--- src/hw/rtl/ssmix_pkg.sv ---
// Shared widths and arithmetic for the soft-sum channel mixer.
// Holds the soft-sum merge for both sign cases and the output scale step.
// No dependencies.
package ssmix_pkg;

	localparam int SAMPLE_W = 16;
	localparam int USER_W   = 2;
	localparam int MAG_W    = SAMPLE_W + 1;
	localparam int Q_SHIFT  = SAMPLE_W - 1;

	localparam int USER_PRESENT = 0;
	localparam int USER_FIRST   = 1;

	localparam logic signed [SAMPLE_W-1:0] POS_MAX = 16'sd32767;

	typedef logic signed [SAMPLE_W-1:0] sample_t;

	// Merge one sample into the running mix.
	// Opposite signs add; same signs use a+b-ab on magnitudes, sign restored.
	function automatic sample_t mix_merge(input sample_t acc, input sample_t s);
		logic                  opposite;
		logic                  neg;
		logic [MAG_W-1:0]      m1;
		logic [MAG_W-1:0]      m2;
		logic [2*MAG_W-1:0]    prod;
		logic [MAG_W:0]        r;
		sample_t               res;
		opposite = (acc < 0 && s >= 0) || (acc > 0 && s <= 0);
		neg      = (acc < 0) || (s < 0);
		m1 = neg ? MAG_W'(-$signed(MAG_W'(acc))) : MAG_W'($signed(acc));
		m2 = neg ? MAG_W'(-$signed(MAG_W'(s)))   : MAG_W'($signed(s));
		prod = m1 * m2;
		// magnitude result never exceeds 1.0
		r = {1'b0, m1} + {1'b0, m2} - prod[Q_SHIFT+MAG_W:Q_SHIFT];
		if (opposite) begin
			res = acc + s;
		end else if (neg) begin
			res = sample_t'(-r[SAMPLE_W-1:0]);
		end else if (r[SAMPLE_W-1]) begin
			res = POS_MAX;
		end else begin
			res = sample_t'(r[SAMPLE_W-1:0]);
		end
		return res;
	endfunction

	// Scale by 32767/32768 with round to nearest: (acc*32767 + 2^14) >>> 15.
	function automatic sample_t mix_scale(input sample_t acc);
		logic signed [2*SAMPLE_W-1:0] w;
		w = $signed({acc[SAMPLE_W-1], acc, {Q_SHIFT{1'b0}}})
			- (2*SAMPLE_W)'(acc)
			+ (2*SAMPLE_W)'(1 << (Q_SHIFT - 1));
		return sample_t'(w[Q_SHIFT+SAMPLE_W-1:Q_SHIFT]);
	endfunction

endpackage

--- src/hw/rtl/soft_sum_audio_channel_mixer_core.sv ---
// Soft-sum audio channel mixer, top level.
// Input register, combinational merge into the frame accumulator, output register.
// Depends on ssmix_pkg.

// Mixes the channel samples of one output frame into a single Q1.15 sample.
// Each item on the input stream carries one channel sample; tuser marks it as
// present (silent channels act as zero) and as the first of a frame, and
// tlast marks the frame's final channel, on which one mixed sample is sent.
// Within a frame, samples of opposite sign add, samples of the same sign
// combine as a+b-ab on their magnitudes (saturating at +32767), and the frame
// result is scaled by 32767/32768 with rounding, so it lies in -32767..32766.
// The accumulator clears after every emitted sample, so a frame also starts
// clean when its first item lacks the first mark. Throughput is one item per
// clock unless the input is stalled: an item sits in the input register while
// the 17x17 merge multiplier updates the accumulator. The result of a last
// item is loaded into the output register at the same edge that moves the
// item out of the input register, so it is valid on the output as soon as
// the item leaves. Input backpressure only occurs when a last item waits for a
// full output register.
module soft_sum_audio_channel_mixer_core (
	input  logic                            clk,
	input  logic                            arst_n,
	// input stream
	input  logic                            s_tvalid,
	output logic                            s_tready,
	input  logic [ssmix_pkg::SAMPLE_W-1:0]  s_tdata,   // [15:0] sample
	input  logic [ssmix_pkg::USER_W-1:0]    s_tuser,   // [0] present, [1] first_channel
	input  logic                            s_tlast,   // last_channel
	// output stream
	output logic                            m_tvalid,
	input  logic                            m_tready,
	output logic [ssmix_pkg::SAMPLE_W-1:0]  m_tdata    // [15:0] mixed_sample
);
	import ssmix_pkg::*;

	// input register
	logic    valid_s1;
	sample_t sample_s1;
	logic    present_s1;
	logic    first_s1;
	logic    last_s1;

	// running mix and output register
	sample_t acc_q;
	logic    out_valid_q;
	sample_t out_data_q;

	sample_t acc_base;
	sample_t acc_next;
	logic    stall;
	logic    advance;

	// a last item may only leave when the output register can take its result
	assign stall    = valid_s1 && last_s1 && out_valid_q && !m_tready;
	assign advance  = valid_s1 && !stall;
	assign s_tready = !stall;

	// first mark clears before merging; a silent channel leaves the mix as is
	assign acc_base = first_s1 ? '0 : acc_q;
	assign acc_next = present_s1 ? mix_merge(acc_base, sample_s1) : acc_base;

	always_ff @(posedge clk or negedge arst_n) begin
		if (!arst_n) begin
			valid_s1 <= 1'b0;
		end else if (s_tready) begin
			valid_s1 <= s_tvalid;
		end
	end

	always_ff @(posedge clk) begin
		if (s_tready && s_tvalid) begin
			sample_s1  <= sample_t'(s_tdata);
			present_s1 <= s_tuser[USER_PRESENT];
			first_s1   <= s_tuser[USER_FIRST];
			last_s1    <= s_tlast;
		end
	end

	// accumulator returns to zero after each frame result
	always_ff @(posedge clk or negedge arst_n) begin
		if (!arst_n) begin
			acc_q <= '0;
		end else if (advance) begin
			acc_q <= last_s1 ? '0 : acc_next;
		end
	end

	always_ff @(posedge clk or negedge arst_n) begin
		if (!arst_n) begin
			out_valid_q <= 1'b0;
		end else if (advance && last_s1) begin
			out_valid_q <= 1'b1;
		end else if (m_tready) begin
			out_valid_q <= 1'b0;
		end
	end

	always_ff @(posedge clk) begin
		if (advance && last_s1) begin
			out_data_q <= mix_scale(acc_next);
		end
	end

	assign m_tvalid = out_valid_q;
	assign m_tdata  = out_data_q;

	// backpressure only comes from a full, stalled output register
	a_stall_cause: assert property (@(posedge clk) disable iff (!arst_n)
		!s_tready |-> (m_tvalid && !m_tready))
		else $error("input stalled without a blocked result");

	// a new result only follows a last item leaving the input register
	a_result_source: assert property (@(posedge clk) disable iff (!arst_n)
		$rose(m_tvalid) |-> $past(valid_s1 && last_s1))
		else $error("result without a last item");

	// mix restarts from zero after each frame
	a_acc_cleared: assert property (@(posedge clk) disable iff (!arst_n)
		(advance && last_s1) |=> (acc_q == '0))
		else $error("accumulator not cleared at end of frame");

	// scaled output never reaches the most negative code
	a_out_range: assert property (@(posedge clk) disable iff (!arst_n)
		m_tvalid |-> (m_tdata != {1'b1, {(SAMPLE_W-1){1'b0}}}))
		else $error("mixed sample out of range");

endmodule

--- config.mk ---
export PLATFORM = sky130hd
export DESIGN_NAME = soft_sum_audio_channel_mixer_core
export DESIGN_NICKNAME = d
export VERILOG_FILES = /design/src/hw/rtl/ssmix_pkg.sv /design/src/hw/rtl/soft_sum_audio_channel_mixer_core.sv
export SDC_FILE = /design/constraint.sdc
export NUM_CORES = 1
export LEC_CHECK = 0
export BUFFER_PORTS_ARGS = -buffer_cell sky130_fd_sc_hd__buf_4
export CAP_MARGIN = 20
export CORE_AREA = 8 8 274 196
export CTS_BUF_LIST = sky130_fd_sc_hd__clkbuf_4
export DETAILED_ROUTE_END_ITERATION = 10
export DIE_AREA = 0 0 282 204
export PLACE_DENSITY_LB_ADDON = 0.05
export SETUP_SLACK_MARGIN = 0.02
export SYNTH_ARGS = -nofsm -noshare
export SYNTH_HDL_FRONTEND = slang
export SYNTH_SLANG_ARGS = --single-unit
--- constraint.sdc ---
create_clock -name clk -period 23.1 [get_ports clk]
set_clock_uncertainty 0.05 [all_clocks]
set_input_delay 2.31 -clock clk [delete_from_list [all_inputs] [get_ports clk]]
set_output_delay 2.31 -clock clk [all_outputs]
set_load 0.005 [all_outputs]
==> results of run 1 <==
==> through the flow <==
step | instance area [um^2] | hold slack, ps | std cells
6_report | 15940 | 540.2 | 2427
5_1_grt | 15940 | 575.8 | 2427
4_1_cts | 15940 | 534.3 | 2426
3_5_place_dp | 15860 | 500.9 | 2418
3_3_place_gp | 15860 | 493.0 | 2418
2_1_floorplan | 14670 | 415.0 | 1730
==> cell usage after synthesis, types with 31 or more instances <==
master | n | area share
o21ai_0 | 50 | 0.017
a21oi_1 | 53 | 0.018
ha_1 | 134 | 0.11
nand2_1 | 214 | 0.055
xor2_1 | 36 | 0.021
edfxtp_1 | 35 | 0.072
xnor2_1 | 56 | 0.033
clkbuf_1 | 43 | 0.011
nor2_1 | 177 | 0.045
nor3_1 | 31 | 0.011
inv_1 | 338 | 0.087
fa_1 | 236 | 0.32
==> state kept, by name, summed over array words and instances, names as in the netlist <==
signal / count
sample_s1: 16
present_s1: 1
first_s1: 1
last_s1: 1
valid_s1: 1
m_tdata: 16
m_tvalid: 1
acc_q: 16
==> critical path, delay by kind of cell, from the launching register on <==
family                   cells  cell delay [ps]
XOR/XNOR                     3              500
buffers and inverters        7             1800
AO/OA/AOI/OAI               18             4980
multiplexers                 1              250
flip-flops                   1              900
AND/OR/NAND/NOR             12             2180
adder cells (fa/ha/maj)     11             4760
==> area by class of cell <==
type | instances | area share
Multi-Input combinational cell | 1281 | 0.7364
Sequential cell | 53 | 0.09420
Inverter | 347 | 0.08172
Tap cell | 674 | 0.05291
Timing Repair Buffer | 63 | 0.02967
Clock buffer | 6 | 0.002826
Clock inverter | 2 | 0.002119
Antenna cell | 1 | 0.0001570
==> how the worst min path moves through the flow <==
stage,from,end,depth (start not counted)
6_report,valid_s1,m_tvalid,1
3_5_place_dp,acc_q[7],acc_q[7],2
5_1_grt,acc_q[1],acc_q[1],1
2_1_floorplan,acc_q[15],acc_q[15],2
4_1_cts,valid_s1,m_tvalid,1
3_3_place_gp,acc_q[7],acc_q[7],2
==> cells in the final DEF (no fill, tap or decap), drive strengths merged, types with 6 or more instances in the layout <==
cell type | Yosys | layout
clkinv | 6 | 6
o21bai | 6 | 6
nor2 | 178 | 178
buf | 6 | 63
nand4 | 6 | 6
o31ai | 8 | 8
a21oi | 54 | 54
ha | 134 | 134
a31o | 7 | 7
or2 | 14 | 14
nand2 | 215 | 215
xnor2 | 57 | 57
nor3 | 32 | 32
xor2 | 36 | 36
a22o | 9 | 9
a31oi | 14 | 14
o21a | 15 | 15
and3 | 11 | 11
edfxtp | 35 | 35
dfrtp | 18 | 18
inv | 341 | 342
o22ai | 11 | 11
nand3 | 19 | 19
and2 | 21 | 21
clkbuf | 43 | 6
nand2b | 15 | 15
fa | 236 | 236
o21ai | 51 | 51
nor4 | 10 | 10
mux2i | 9 | 9
nor2b | 16 | 16
a21o | 21 | 21
==> logic make-up (layout without fill, tap and decap cells) <==
kind of cell	after synthesis	after routing
xor gates and xnor gates	94	94
AOI/OAI and AO/OA	250	250
and+or+nand+nor	557	557
other	0	1
buffers and inverters	396	418
adders and majority gates	371	371
DFF	53	53
muxes	9	9
==> per-layer routing <==
metal  wire (um)  global-route usage  share of wire  up-vias
li1            -                   -              -     5560
met1       28450              0.3031           0.55     5969
met2       20670              0.2599           0.40      232
met3        2642             0.02361          0.051       15
met4         185            0.008786         0.0036        0
met5           0                   0              0        -
==> flow_metrics.tcl, run 1 <==
set metrics [dict create \
    status "finished clean" \
    critPathLaunch "first_s1" \
    critPathKind "register to register" \
    clkLatencyLatePin_ps 400 \
    cts_tree "built" \
    cts_max_path_buffers 2 \
    critPathCaptureType "register" \
    r2r_start "first_s1" \
    core.rowCount 69 \
    multiInputGateArea_mm2 0.01174 \
    overflow 0 \
    slew_headroom 0.3295 \
    tightest_slew_ps 993.1 \
    area_growth_pct 8.685 \
    yosysWarnings 0 \
    synth_fa_ha_area_frac 0.4372 \
    final_nets 2144 \
    postCtsResizedCells 0 \
    fp.coreArea_mm2 0.04981 \
    reg2regPathDepth 52 \
    hold_viol_final 0 \
    muxShareOfSynthArea 0.006996 \
    ys_seq_area_frac 0.1024 \
    ios 41 \
    post-route-util 0.3200 \
    crit_end "m_tdata[13]" \
    fin_ws_ps 7416 \
    numPortBuffers 40 \
    grt_pass1_vias 12110 \
    drc 0 \
    pre_cts_ws_ps 7579 \
    post-cts-setup-buffers 0 \
    crit_arrival_ps 15790 \
    vias 11780 \
    drv_cap 0 \
    cpPeakStageDelay_ps 900 \
    cts.clk_slew.worst_paths_ps 160 \
    drt-total-wl_mm 51.95 \
    drtPass1Iterations 5 \
    fmax_mhz 63.76 \
    grt_pass1_wl_mm 79.64 \
    netlist_instances 1730 \
    avgRoutedWirePerCell_um 21.40 \
    numCtsBuffers 5 \
    synth-simple-area-share 0.1735 \
    ant_nets 0 \
    reg2reg_slack_ps 7420 \
    ys_types 91 \
    syn_nets 2123 \
    synthArstFlopShare 0.3396 \
    dieArea_mm2 0.05753 \
    syn-cell-area_mm2 0.01467 \
    synth_compound_area_frac 0.1200 \
    grt_usage 0.1838 \
    synthXorXnorAreaFrac 0.05844 \
    rsz0062_at_grt "false" \
    period_needed_ps 15680 \
    ctsHoldBuffers 0 \
    antenna_found_initial 2 \
    nFillCells 5348 \
    report.final.slew_viol_count 0 \
    startpoint_type "register" \
    die_h_um 204 \
    period_share 0.6789 \
    critPathMaxFanout 48 \
    routabilityCongestion 0.8832 \
    die_x_um 282 \
    hpwl_mm 43.53 \
    ys.flop_type "edfxtp_1" \
    cts.sinks 53 \
    cp.required_ps 23210 \
    finalSetupViolCount 0 \
    root_buffer "clkbuf_4" \
    synth_edf_count 35 \
    grt_max_degree 49 \
    crit_top_cell "fa_1" \
    fin_tns_setup_ps 0 \
    synth_top_family_by_area "adder cells" \
    rr_endpoint "m_tdata[13]" \
    drt-initial-drc-count 826 \
    vias_per_cell 4.852 \
    regArea_mm2 0.001501 \
    drive_above_1_share 0.07306 \
    cts_max_level 2 \
    hold_class "register to register" \
    ys_ff_latch 53 \
    syn_avg_cell_area_um2 8.477 \
    start_util 0.2944 \
    crit_slowest_cell "edfxtp_1" \
]
Power of run 1 is not shown: default switching activity piles up to over one toggle a cycle in this logic, so the estimate is an artifact.
==> inputs of run 2 (changes only) <==
==> constraint.sdc (replaced) <==
create_clock -name clk -period 15.75 [get_ports clk]
set_clock_uncertainty 0.05 [all_clocks]
set_input_delay 1.575 -clock clk [delete_from_list [all_inputs] [get_ports clk]]
set_output_delay 1.575 -clock clk [all_outputs]
set_load 0.005 [all_outputs]
==> flow_metrics.tcl, run 2 (synthesis results as in run 1) <==
set metrics [dict create \
    status "finished clean" \
    fin_area_mm2 0.01606 \
    critPathKind "register to register" \
    crit_family "adder cells" \
    report.final.slew_viol_count 0 \
    drt-initial-drc-count 861 \
    numPortBuffers 40 \
    period_share 0.9282 \
    drc 0 \
    antenna_found_initial 3 \
    grt_pass1_wl_mm 80.52 \
    crit_buf_inv 9 \
    rsz0062_at_grt "false" \
    m1WireLength_mm 28.25 \
    routabilityCongestion 0.8779 \
    cts.clk_slew.worst_paths_ps 160 \
    postCtsResizedCells 0 \
    crit_arrival_ps 14740 \
    dieArea_mm2 0.05753 \
    final_nets 2160 \
    hold_viol_final 0 \
    hpwl_mm 43.94 \
    routed.top_layer "met4" \
    dp.cells 2434 \
    critPathMaxFanout 28 \
    cts_tree "built" \
    ant_nets 0 \
    cpPeakStageDelay_ps 550 \
    nFillCells 5343 \
    finalSetupViolCount 0 \
    ios 41 \
    die_h_um 204 \
    crit_slowest_cell "fa_1" \
    fp.coreArea_mm2 0.04981 \
    dpl_cell_area_mm2 0.01597 \
    area_growth_pct 9.487 \
    grt_pass1_vias 12280 \
    avgRoutedWirePerCell_um 21.28 \
    die_x_um 282 \
    period_needed_ps 14620 \
    cts_max_level 2 \
    layout_common_cells "inv_1, fa_1, nand2_1, nor2_1, ha_1" \
    clkLatencyLatePin_ps 420 \
    start_util 0.2944 \
    tightest_slew_ps 995.3 \
    post-route-util 0.3223 \
    crit_top_cell "fa_1" \
    drt-total-wl_mm 52.02 \
    numCtsBuffers 5 \
    cp.required_ps 15870 \
    grt_max_degree 29 \
    stdcell_count 2444 \
    post-cts-setup-buffers 0 \
    startpoint_type "register" \
    cts_max_path_buffers 2 \
    wl_met3_mm 3.069 \
    fmax_mhz 68.40 \
    layout_commonest_cell "inv_1" \
    drive_above_1_share 0.08032 \
    cts.sinks 53 \
    root_buffer "clkbuf_4" \
    fin_tns_setup_ps 0 \
    overflow 0 \
    grt_usage 0.1850 \
    core.rowCount 69 \
    slew_headroom 0.3294 \
    wl_met2_mm 20.37 \
    ctsHoldBuffers 0 \
    hold_class "register to register" \
    drv_cap 0 \
    vias_per_cell 4.847 \
    drtPass1Iterations 7 \
    vias 11850 \
    critPathCaptureType "register" \
]
-- run 2: cell types whose count changed in the layout (fill, tap and decap cells not counted), sizes merged --
cell           before  now
buf                63   78
clkbuf              6    5
clkdlybuf4s18       0    1
clkinv              6    7
clkinvlp            0    1
diode               1    2
inv               342  341
-- run 2: area by class of cell --
cell class | instances | area, um^2 | area share
Tap cell | 674 | 843.3 | 0.05252
Inverter | 347 | 1303 | 0.08112
Timing Repair Buffer | 79 | 595.6 | 0.03709
Clock buffer | 5 | 37.54 | 0.002338
Antenna cell | 2 | 5.005 | 0.0003117
Sequential cell | 53 | 1501 | 0.09351
Clock inverter | 3 | 41.29 | 0.002572
Multi-Input combinational cell | 1281 | 11730 | 0.7305
-- run 2: path summary, 6_finish.rpt --
| check | slack, ps | end | start | cells after the start |
|---|---|---|---|---|
| worst max-delay path | 1130 | m_tdata[13] | first_s1 | 52 |
| worst min-delay path | 520 | acc_q[0] | acc_q[0] | 1 |
| worst max register to register | 1130 | m_tdata[13] | first_s1 | 52 |
| worst min register to register | 520 | acc_q[0] | acc_q[0] | 1 |
| max in group asynchronous | 14480 | acc_q[7] | arst_n | 1 |
| min in group asynchronous | 960 | acc_q[6] | arst_n | 1 |
-- run 2: routing by layer --
metal,GRT usage,vias to the layer above
li1,-,5588
met1,0.3031,5989
met2,0.2545,248
met3,0.03388,21
met4,0.01226,0
met5,0,-
-- run 2: worst register-to-register path, delay by kind of cell (launching register included) --
kind	cells	cell delay [ps]
mux	1	260
buf+inv	9	1800
fa+ha+maj	12	4790
xor+xnor	3	500
simple gates	10	2370
flops	1	350
compound gates	17	4270
-- run 2: stage by stage --
step	setup slack [ps]	hold slack (ps)
after CTS	967.0	524.6
after floorplan	2173	415.0
after detailed placement	1052	491.2
final	1131	525.0
after global placement	1162	508.1
after global routing	123.4	564.2
Power of run 2 is left out for the same reason.
